## src/sv/ieval_pkg.sv

```systemverilog
// ----------------------------------------------------------------------------
// ieval_pkg
// Shared types and constants of the infix expression evaluator.
// ----------------------------------------------------------------------------
package ieval_pkg;

    localparam logic [7:0] CH_LPAREN = 8'h28;
    localparam logic [7:0] CH_RPAREN = 8'h29;
    localparam logic [7:0] CH_STAR   = 8'h2A;
    localparam logic [7:0] CH_PLUS   = 8'h2B;
    localparam logic [7:0] CH_MINUS  = 8'h2D;
    localparam logic [7:0] CH_SLASH  = 8'h2F;
    localparam logic [7:0] CH_ZERO   = 8'h30;
    localparam logic [7:0] CH_NINE   = 8'h39;

    typedef enum logic [2:0] {
        OP_PAREN = 3'd0,
        OP_ADD   = 3'd1,
        OP_SUB   = 3'd2,
        OP_MUL   = 3'd3,
        OP_DIV   = 3'd4
    } t_opcode;

    typedef enum logic [1:0] {
        ST_OK       = 2'd0,
        ST_MISSING  = 2'd1,
        ST_DIVZERO  = 2'd2,
        ST_OVERFLOW = 2'd3
    } t_status;

    typedef enum logic [1:0] {
        MODE_CLOSE = 2'd0,
        MODE_OPER  = 2'd1,
        MODE_FINAL = 2'd2
    } t_mode;

    typedef enum logic [3:0] {
        S_IDLE, S_DECODE, S_END_CHK, S_OPRD, S_OPWAIT, S_AP1, S_AP2, S_AP3,
        S_EXEC, S_DIV, S_PUSH, S_RESULT, S_EMIT
    } t_state;

    typedef struct packed {
        logic [7:0] character;
        logic       last;
    } t_in_beat;

    typedef struct packed {
        logic signed [31:0] value;
        logic [1:0]         status;
    } t_out_beat;

    // controller -> datapath
    typedef struct packed {
        logic load;
        logic push_digit;
        logic push_paren;
        logic push_oper;
        logic rd_op;
        logic pop_op;
        logic rd_b;
        logic rd_a;
        logic cap_a;
        logic exec;
        logic push_res;
        logic flag_miss;
        logic rd_res;
        logic emit;
    } t_cmd;

    // datapath -> controller
    typedef struct packed {
        logic is_digit;
        logic is_lparen;
        logic is_rparen;
        logic is_oper;
        logic oper_high;
        logic last;
        logic err_ok;
        logic op_empty;
        logic top_paren;
        logic top_low;
        logic opd_ge2;
        logic is_div;
        logic div_zero;
        logic div_busy;
        logic out_free;
    } t_sts;

endpackage

```

## src/sv/ieval_ctrl.sv

```systemverilog
// ----------------------------------------------------------------------------
// ieval_ctrl
// Sequencer: walks each character through push, reduce and result steps.
// ----------------------------------------------------------------------------
module ieval_ctrl
    import ieval_pkg::*;
(
    input  logic   i_clk,
    input  logic   i_rst_n,
    input  logic   i_in_valid,
    input  t_sts   i_sts,
    output logic   o_in_ready,
    output t_cmd   o_cmd
);

    t_state r_state, n_state;
    t_mode  r_mode, n_mode;

    always_ff @(posedge i_clk) begin
        if (!i_rst_n) begin
            r_state <= S_IDLE;
            r_mode  <= MODE_CLOSE;
        end else begin
            r_state <= n_state;
            r_mode  <= n_mode;
        end
    end

    // next state
    always_comb begin
        n_state = r_state;
        n_mode  = r_mode;
        unique case (r_state)
            S_IDLE: begin
                if (i_in_valid) n_state = S_DECODE;
            end
            S_DECODE: begin
                if (!i_sts.err_ok) begin
                    n_state = i_sts.last ? S_RESULT : S_IDLE;
                end else if (i_sts.is_rparen) begin
                    n_mode  = MODE_CLOSE;
                    n_state = S_OPRD;
                end else if (i_sts.is_oper) begin
                    n_mode  = MODE_OPER;
                    n_state = S_OPRD;
                end else begin
                    n_state = S_END_CHK;
                end
            end
            S_END_CHK: begin
                if (i_sts.last) begin
                    n_mode  = MODE_FINAL;
                    n_state = S_OPRD;
                end else begin
                    n_state = S_IDLE;
                end
            end
            S_OPRD: begin
                if (i_sts.op_empty || !i_sts.err_ok) begin
                    n_state = (r_mode == MODE_FINAL) ? S_RESULT : S_END_CHK;
                end else begin
                    n_state = S_OPWAIT;
                end
            end
            S_OPWAIT: begin
                unique case (r_mode)
                    MODE_CLOSE: n_state = i_sts.top_paren ? S_END_CHK : S_AP1;
                    MODE_OPER: begin
                        if (i_sts.top_paren || (i_sts.oper_high && i_sts.top_low))
                            n_state = S_END_CHK;
                        else
                            n_state = S_AP1;
                    end
                    default: n_state = i_sts.top_paren ? S_OPRD : S_AP1;
                endcase
            end
            S_AP1:    n_state = i_sts.opd_ge2 ? S_AP2 : S_OPRD;
            S_AP2:    n_state = S_AP3;
            S_AP3:    n_state = S_EXEC;
            S_EXEC: begin
                if (i_sts.is_div) n_state = i_sts.div_zero ? S_OPRD : S_DIV;
                else              n_state = S_PUSH;
            end
            S_DIV:    n_state = i_sts.div_busy ? S_DIV : S_PUSH;
            S_PUSH:   n_state = S_OPRD;
            S_RESULT: n_state = S_EMIT;
            S_EMIT: begin
                if (i_sts.out_free) n_state = S_IDLE;
            end
            default:  n_state = S_IDLE;
        endcase
    end

    // outputs
    always_comb begin
        o_cmd      = '0;
        o_in_ready = 1'b0;
        unique case (r_state)
            S_IDLE: begin
                o_in_ready = 1'b1;
                o_cmd.load = i_in_valid;
            end
            S_DECODE: begin
                o_cmd.push_digit = i_sts.err_ok && i_sts.is_digit;
                o_cmd.push_paren = i_sts.err_ok && i_sts.is_lparen;
            end
            S_OPRD: begin
                if (i_sts.op_empty || !i_sts.err_ok)
                    o_cmd.push_oper = (r_mode == MODE_OPER) && i_sts.err_ok;
                else
                    o_cmd.rd_op = 1'b1;
            end
            S_OPWAIT: begin
                if (r_mode == MODE_OPER
                    && (i_sts.top_paren || (i_sts.oper_high && i_sts.top_low)))
                    o_cmd.push_oper = 1'b1;
                else
                    o_cmd.pop_op = 1'b1;
            end
            S_AP1: begin
                o_cmd.rd_b      = i_sts.opd_ge2;
                o_cmd.flag_miss = !i_sts.opd_ge2;
            end
            S_AP2:    o_cmd.rd_a     = 1'b1;
            S_AP3:    o_cmd.cap_a    = 1'b1;
            S_EXEC:   o_cmd.exec     = 1'b1;
            S_PUSH:   o_cmd.push_res = 1'b1;
            S_RESULT: o_cmd.rd_res   = 1'b1;
            S_EMIT:   o_cmd.emit     = i_sts.out_free;
            default: ;
        endcase
    end

endmodule

```

## config.mk

```make
export PLATFORM = sky130hd
export DESIGN_NAME = ieval_ctrl
export DESIGN_NICKNAME = d
export VERILOG_FILES = /design/src/sv/ieval_pkg.sv /design/src/sv/ieval_ctrl.sv
export SDC_FILE = /design/constraint.sdc
export NUM_CORES = 1
export LEC_CHECK = 0
export ABC_AREA = 1
export BUFFER_PORTS_ARGS = -buffer_cell sky130_fd_sc_hd__buf_2
export CAP_MARGIN = 15
export CORE_ASPECT_RATIO = 0.9
export CORE_MARGIN = 4
export CORE_UTILIZATION = 40
export CTS_CLUSTER_DIAMETER = 150
export DETAILED_ROUTE_END_ITERATION = 10
export GPL_TIMING_DRIVEN = 0
export PLACE_DENSITY = 0.74
export SETUP_SLACK_MARGIN = 0.1
export SLEW_MARGIN = 15
export SYNTH_ARGS = -nofsm -noshare
export SYNTH_HDL_FRONTEND = slang
export SYNTH_SLANG_ARGS = --single-unit
```

## constraint.sdc

```tcl
create_clock -name i_clk -period 1.3 [get_ports i_clk]
set_clock_uncertainty 0.2 [all_clocks]
set_input_delay 0.39 -clock i_clk [delete_from_list [all_inputs] [get_ports i_clk]]
set_output_delay 0.39 -clock i_clk [all_outputs]
set_load 0.005 [all_outputs]
```

---- Word-level counts from Yosys, hierarchy flattened ----
Index checks and enable logic that the tools add are counted.
word-level totals
  register bits after elaboration ......... 6
  output and inout port bits .............. 15
  word-level logic and storage cells ...... 76
  bits of input ports ..................... 18
operators by class
  mux-type cells .......................... 41
  equal/unequal tests ..................... 19
  reduce and logical (&&, ||, !) cells .... 14
operators by type and width
  cell                                            count
  case mux 4 bit (13 select lines)                1
  2-to-1 mux 4 bit                                8
  == test 4 bit (second input constant)           5
  2-to-1 mux 1 bit                                18
  == test 4 x 3 -> 1 bit (second input constant)  4
  2-to-1 mux 2 bit                                7
  2-to-1 mux 3 bit                                4
  == test 4 x 2 -> 1 bit (second input constant)  2
  != test 2 bit (second input constant)           4
  case mux 3 bit (2 select lines)                 1
  logical AND 1 bit                               5
  == test 4 x 1 -> 1 bit (second input constant)  1
  zero test 4 bit                                 1
  case mux 2 bit (2 select lines)                 1
  AND reduction 4 bit                             1
  != test 3 bit (second input constant)           1
  == test 2 x 1 -> 1 bit (second input constant)  1
  == test 2 bit (second input constant)           1
  zero test 1 bit                                 2
  zero test 2 bit                                 1
  logical OR 1 bit                                2
  case mux 1 bit (2 select lines)                 1
  AND reduction 2 bit                             1
  nonzero test 2 bit                              1

---- Depth between registers and ports, before layout ----
Gate-level depths: netlist of the first run.
  word-level depth ........................ 5
  depth in mapped cells ................... 10
  gate-level depth less buffers ........... 10

---- Least setup slack after synthesis of the first run ----
Ideal clock, no wire load.
  path type ............................... register to output
  start ................................... register r_state[3]
  end ..................................... output o_cmd[10] (netlist name)
  buffers on the path ..................... 0
  setup slack ............................. -0.239 ns
  cell stages (with the launch flop) ...... 6
  data required time ...................... 0.710 ns
  arrival ................................. 0.949 ns
  cells stage by stage .................... dfxtp_1 nor2_2 nand2_1 inv_1 nand2_1 o22ai_1
RTL lines
  what                    line              source
  from (decl)             ieval_ctrl.sv:16  t_state r_state, n_state;
  from (signal assigned)  ieval_ctrl.sv:24  r_state <= n_state;
  to (decl)               ieval_ctrl.sv:13  output t_cmd o_cmd

==> results.py, run 1 <==
metrics = {
    "status": {
        "outcome": "complete, but fails checks",
        "violations": "negative setup slack",
    },
    "layout": {
        "layoutNonFillerInstCount": 211,
        "nets": 209,
        "drive_gt1_share_pct": 58.20,
        "syn_to_final_growth_pct": 90.07,
        "finalCoreUtilization_pct": 84.62,
        "nFillCells": 97,
        "n_antenna_cell": 0,
        "fin_area_mm2": 0.001294,
    },
    "sta": {
        "hold_viol": 0,
        "period_needed_ps": 1852,
        "fmaxAchievable_ghz": 0.5399,
        "grt_setup_unrepaired": "true",
        "fin_crit_sh_pct": 142.5,
        "setup_viol": 21,
        "worst_slack_ps": -552.0,
        "timing.slew.headroom_pct": 81.59,
        "finalMaxSlewViolations": 0,
        "tightest_slew_ps": 273.3,
    },
    "min_path": {
        "min_to": "r_state[3]",
        "hold_path.class": "in -> reg",
        "hp-start": "i_rst_n",
        "hold_depth": 3,
    },
    "global_routing": {
        "first_global_vias": 943,
        "grt_max_degree": 7,
        "antenna_found_initial": 0,
        "grt-ovfl-total": 0,
        "grt_pass1_wl_um": 4050,
        "track_usage_pct": 22.15,
    },
    "setup_path": {
        "startpoint_type": "register",
        "path_class": "reg -> out",
        "worstPathMaxFanout": 5,
        "rr_worst_depth": 8,
        "r2r-end": "r_state[1]",
        "cp.required_ps": 710,
        "r2r_start": "r_state[0]",
        "cp-end-kind": "primary output",
        "worstPathArrival_ps": 1260,
        "r2r_slack_ps": -380,
    },
    "floorplanning": {
        "start_util_pct": 44.52,
        "dieWidth_um": 51.48,
        "pin_count": 33,
        "fp.coreArea_mm2": 0.001529,
        "rows": 13,
        "die_area_mm2": 0.002427,
        "fp.dieH_um": 47.14,
    },
    "power": {
        "power.density_mw_per_mm2": 1360,
        "combPwrFrac_pct": 70.2,
        "p_sw_w": 0.0009343,
        "leakage_nw": 0.7612,
        "seq_power_share_pct": 20.5,
        "p_sw_share_pct": 53.09,
        "clkPwrFrac_pct": 9.3,
        "ir_drop_v": 0.001201,
        "internal-power_w": 0.0008255,
    },
    "logic_synthesis": {
        "netlist_area_um2": 680.7,
        "synth_nets": 155,
        "ys_seq_area_share_pct": 17.65,
        "yosys_warnings": 0,
        "syn_inst": 137,
        "ys_ff_latch": 6,
        "syn_avg_cell_area_um2": 4.968,
        "yosysUniqueCellTypes": 17,
    },
    "cts": {
        "clock-root-buffer": "clkbuf_4",
        "clk_latency_ps": 240,
        "cts.clk_slew.worst_paths_ps": 40,
        "cts_buffer_depth": 2,
        "cts_tree": "built",
        "h-tree-depth": 1,
        "numCtsBuffers": 3,
        "hold_buffers": 0,
        "clock-sinks": 6,
    },
    "job": {
        "max_cap_violations": 0,
    },
    "placement": {
        "postPlaceCellArea_um2": 982.2,
        "post-place-ws_ps": -369.4,
        "finalWeightedCongestion": 0.8838,
        "dp_cells": 191,
        "dp_hpwl_um": 1675,
        "numPortBuffers": 32,
    },
    "route": {
        "finalWirelength_um": 3150,
        "drc": 0,
        "first_pass_iters": 4,
        "routedWlPerCell_um": 14.93,
        "avgViaCountPerCell": 5.555,
        "vias": 1172,
        "drt_iter0_drc": 113,
        "final_antenna_net_count": 0,
    },
}
-- cells by family (layout without fill, tap and decap cells) --
| logic type | after synthesis | count (layout) | share of synthesized area, % |
|---|---|---|---|
| AO/OA/AOI/OAI | 12 | 12 | 9.560 |
| flip-flops | 6 | 6 | 17.65 |
| AND/OR/NAND/NOR | 87 | 87 | 55.15 |
| buffers and inverters | 32 | 84 | 17.65 |
-- final cells by class --
class	instances	area, µm²	share of cell area (%)
multi-input cells	99	649.4	50.19
repair buffers	49	315.3	24.37
inverters	32	142.6	11.03
flip-flops and latches	6	136.4	10.54
well taps	22	27.53	2.128
clock buffers	3	22.52	1.741
-- how the worst max path moves through the flow --
stage,slack (ps),from,cells after the start,endpoint
after floorplan,-150,r_state[2],5,o_cmd[10]
after global placement,-360,i_sts[8],6,o_cmd[9]
after detailed placement,-370,i_sts[8],7,o_cmd[10]
after CTS,-460,r_state[3],5,o_cmd[12]
after global routing,-630,r_state[1],7,o_cmd[10]
final,-550,r_state[1],7,o_cmd[10]
-- synth_stat cells --
library cell / instances / area (µm²)
nand2_2: 2 / 12.51
o21ai_2: 1 / 8.760
inv_1: 26 / 97.59
inv_2: 6 / 22.52
nor2_1: 22 / 82.58
nand3_1: 8 / 40.04
o21ai_0: 4 / 20.02
dfxtp_1: 6 / 120.1
o22ai_1: 1 / 6.260
nor3_1: 3 / 15.01
a21oi_1: 6 / 30.03
nor4_1: 1 / 6.260
nand2_1: 41 / 153.9
nand3b_1: 2 / 15.01
or2_2: 1 / 6.260
nor2_2: 4 / 25.02
nand4_1: 3 / 18.77
-- power groups by stage --
stage	Clock, W	Combinational (W)	Sequential, W
global route	0.000183	0.00134	0.000369
floorplan	0	0.000650	0.000321
global placement	0	0.000847	0.000331
finish	0.000164	0.00123	0.000361
detailed placement	0	0.000853	0.000333
CTS	0.000169	0.00102	0.000351
-- cells in the final DEF, fill, tap and decap left out, types with 2 or more instances in the layout --
cell type	netlist	final
nor2_1	22	11
nand3_1	8	7
nor2_4	0	7
o21ai_0	4	3
inv_6	0	3
buf_6	0	6
nand2_4	0	6
inv_4	0	3
clkbuf_4	0	3
nand2_8	0	2
dfxtp_4	0	4
nand4_1	3	3
nand2_1	41	29
a21oi_2	0	3
a21oi_1	6	3
inv_2	6	7
inv_1	26	19
nand2_2	2	6
nor3_4	0	2
buf_4	0	13
buf_2	0	30
nand3b_1	2	2
nor2_2	4	8
-- routing by layer --
| metal | track usage [%] | share of wire (%) | wire (µm) |
|---|---|---|---|
| met5 | 0 | 0 | 0 |
| met1 | 26.89 | 36 | 1132 |
| met2 | 39.34 | 47 | 1476 |
| met3 | 2.540 | 12 | 365 |
| met4 | 11.52 | 5.6 | 176 |
-- sequential cells by signal, indices dropped and copies added (netlist names) --
name	count
r_mode	2
r_state	4
-- critical path, cell delays in order (launching register included) --
cell     delay [ps]
dfxtp_4         400
nand2_2          70
inv_2            80
nand2_2          70
inv_2            80
nand2_2          60
o22ai_2         130
buf_2           130
-- metrics by stage --
stage / TNS, ps / power, W / hold slack (ps)
6_report: -8250 / 0.001760 / 185.1
3_3_place_gp: -3566 / 0.001178 / 271.8
5_1_grt: -9579 / 0.001892 / 190.9
2_1_floorplan: -334.4 / 0.0009711 / 251.6
4_1_cts: -6858 / 0.001543 / 191.4
3_5_place_dp: -3698 / 0.001187 / 279.3
-- repair_timing --
action                                 4_1_cts  5_1_grt
setup endpoints to repair                   20       21
setup buffers                               12        6
pin swaps                                   12       12
resized for setup                           31       22
endpoints found under the hold margin        0        0
Note: power is estimated with default switching activity, not from simulation.
==> run 2: changes to the inputs <==
Settings changed: REMOVE_ABC_BUFFERS from default to 1.
==> run 2 against run 1 <==
- the flow still finishes with violations (negative setup slack)
- via count decreased by 15%
- highest routed layer unchanged
- count of clock-buffer cells in the layout is the same
- flip-flop and latch count unchanged
- non-clock buffer count down 10
- largest power group unchanged
- wire length decreased by 28%
- die area unchanged
- clock power increased by 2%
- utilization decreased by 18 points
- largest cell class unchanged
==> results.py, run 2 (synthesized netlist as in run 1, its figures left out) <==
metrics = {
    "power": {
        "leakage_nw": 0.6374,
        "ir_drop_v": 0.0008827,
        "power_w": 0.001422,
        "power.density_mw_per_mm2": 1388,
    },
    "cts": {
        "cts.clk_slew.worst_paths_ps": 40,
        "cts_tree": "built",
        "clock-sinks": 6,
        "numCtsBuffers": 3,
        "clock-root-buffer": "clkbuf_4",
        "h-tree-depth": 1,
        "clk_latency_ps": 240,
        "cts_buffer_depth": 2,
    },
    "layout": {
        "top_register": "r_state",
        "final_common_cell": "nand2_1",
        "drive_gt1_share_pct": 41.90,
        "reg.largest.list": "r_state x4, r_mode x2",
        "syn_to_final_growth_pct": 50.55,
        "n_antenna_cell": 0,
        "nFillCells": 152,
        "mostFrequentLayoutCells": "35 x nand2_1, 32 x buf_2, 23 x inv_1, 20 x nor2_1, 8 x nand3_1",
        "nets": 199,
        "layoutNonFillerInstCount": 201,
        "largest_reg_flops": 4,
    },
    "setup_path": {
        "path_cells": "inv_2 -> nand2_2 -> nor2_4 -> inv_1 -> o22ai_1 -> buf_2",
        "worstPathArrival_ps": 1200,
        "cp.required_ps": 710,
        "cp-end-kind": "primary output",
        "cpMaxStageDelayCell": "dfxtp_4",
        "max_stage_delay_ps": 360,
        "r2r_slack_ps": -300,
        "startpoint_type": "register",
        "worstPathMaxFanout": 5,
        "path_class": "reg -> out",
    },
    "placement": {
        "dp_cells": 191,
        "numPortBuffers": 32,
        "post-place-ws_ps": -454.2,
        "finalWeightedCongestion": 0.8919,
        "dp_hpwl_um": 1664,
    },
    "route": {
        "finalWirelength_um": 2258,
        "vias": 993,
        "drc": 0,
        "routedWlPerCell_um": 11.23,
        "final_antenna_net_count": 0,
        "drt_iter0_drc": 42,
        "first_pass_iters": 4,
        "avgViaCountPerCell": 4.940,
    },
    "status": {
        "violations": "negative setup slack",
        "outcome": "complete, but fails checks",
    },
    "floorplanning": {
        "start_util_pct": 44.52,
        "die_area_mm2": 0.002427,
        "pin_count": 33,
        "fp.coreArea_mm2": 0.001529,
        "rows": 13,
        "fp.dieH_um": 47.14,
        "dieWidth_um": 51.48,
    },
    "sta": {
        "grt_setup_unrepaired": "true",
        "finalMaxSlewViolations": 0,
        "setup_viol": 21,
        "tightest_slew_ps": 276.1,
        "fmaxAchievable_ghz": 0.5582,
        "fin_crit_sh_pct": 137.8,
        "period_needed_ps": 1792,
        "timing.slew.headroom_pct": 81.52,
        "hold_viol": 0,
        "worst_slack_ps": -491.6,
    },
    "global_routing": {
        "first_global_vias": 878,
        "grt-ovfl-total": 0,
        "antenna_found_initial": 0,
        "grt_pass1_wl_um": 3450,
        "track_usage_pct": 18.90,
        "grt_max_degree": 7,
    },
    "min_path": {
        "hold_path.class": "in -> reg",
    },
    "job": {
        "max_cap_violations": 0,
    },
}
==> run 2: changes by cell type in the layout (fill, tap and decap cells not counted), moves of 5 or more <==
cell,delta
nand2_4,-5
nor2_1,+9
nand2_1,+6
nor2_2,-5
buf_4,-6
buf_6,-6
==> run 2: worst paths after layout <==
path	cells after the start	endpoint	from
worst max register to register	9	r_state[0]	r_state[2]
worst min register to register	2	r_mode[0]	r_mode[0]
worst max-delay path	6	o_cmd[10]	r_state[3]
worst min-delay path	3	r_state[3]	i_rst_n
==> run 2: report_power, final <==
part	internal, W	total (W)	switching [W]
combinational	0.000329	0.000902	0.000573
sequential	0.000258	0.000353	0.0000944
clock	0.000104	0.000168	0.0000634
total	0.000692	0.00142	0.000730
==> run 2: critical path: cells and delay by family, from the launching register on <==
kind	cells	cell delay (ps)
flip-flops	1	360
buffers and inverters	3	250
AND/OR/NAND/NOR	2	250
AO/OA/AOI/OAI	1	110
==> run 2: timing repair <==
| action | CTS | global route |
|---|---|---|
| hold buffers | 0 | 0 |
| cloned | 0 | 0 |
| setup endpoints to repair | 21 | 21 |
| gates resized for setup | 22 | 7 |
| pin swaps | 8 | 4 |
| setup buffers | 6 | 1 |
==> run 2: area by class of cell <==
cell class	count	area, µm²	share of cell area, %
Clock buffer	3	22.52	2.198
Tap cell	22	27.53	2.686
Multi-Input combinational cell	99	503.0	49.08
Timing Repair Buffer	39	212.7	20.76
Sequential cell	6	133.9	13.06
Inverter	32	125.1	12.21
==> run 2: layer usage <==
| layer | up-vias | GRT usage (%) | wire length, µm |
|---|---|---|---|
| met3 | 8 | 1.270 | 198 |
| met1 | 420 | 22.73 | 914 |
| met2 | 56 | 33.25 | 1079 |
| met4 | 0 | 12.57 | 65 |
| met5 | - | 0 | 0 |
| li1 | 509 | - | - |
==> run 2: through the flow <==
| step | utilization [%] | setup TNS, ps | hold WS, ps | area (µm²) |
|---|---|---|---|---|
| 2_1_floorplan | - | -837.4 | 251.6 | 680.7 |
| 3_3_place_gp | 56.79 | -4349 | 271.8 | 868.3 |
| 3_5_place_dp | 56.79 | -4704 | 292.9 | 868.3 |
| 4_1_cts | 64.57 | -7062 | 185.9 | 987.2 |
| 5_1_grt | 67.02 | -8976 | 203.9 | 1025 |
| 6_report | 67.02 | -7458 | 187.4 | 1025 |
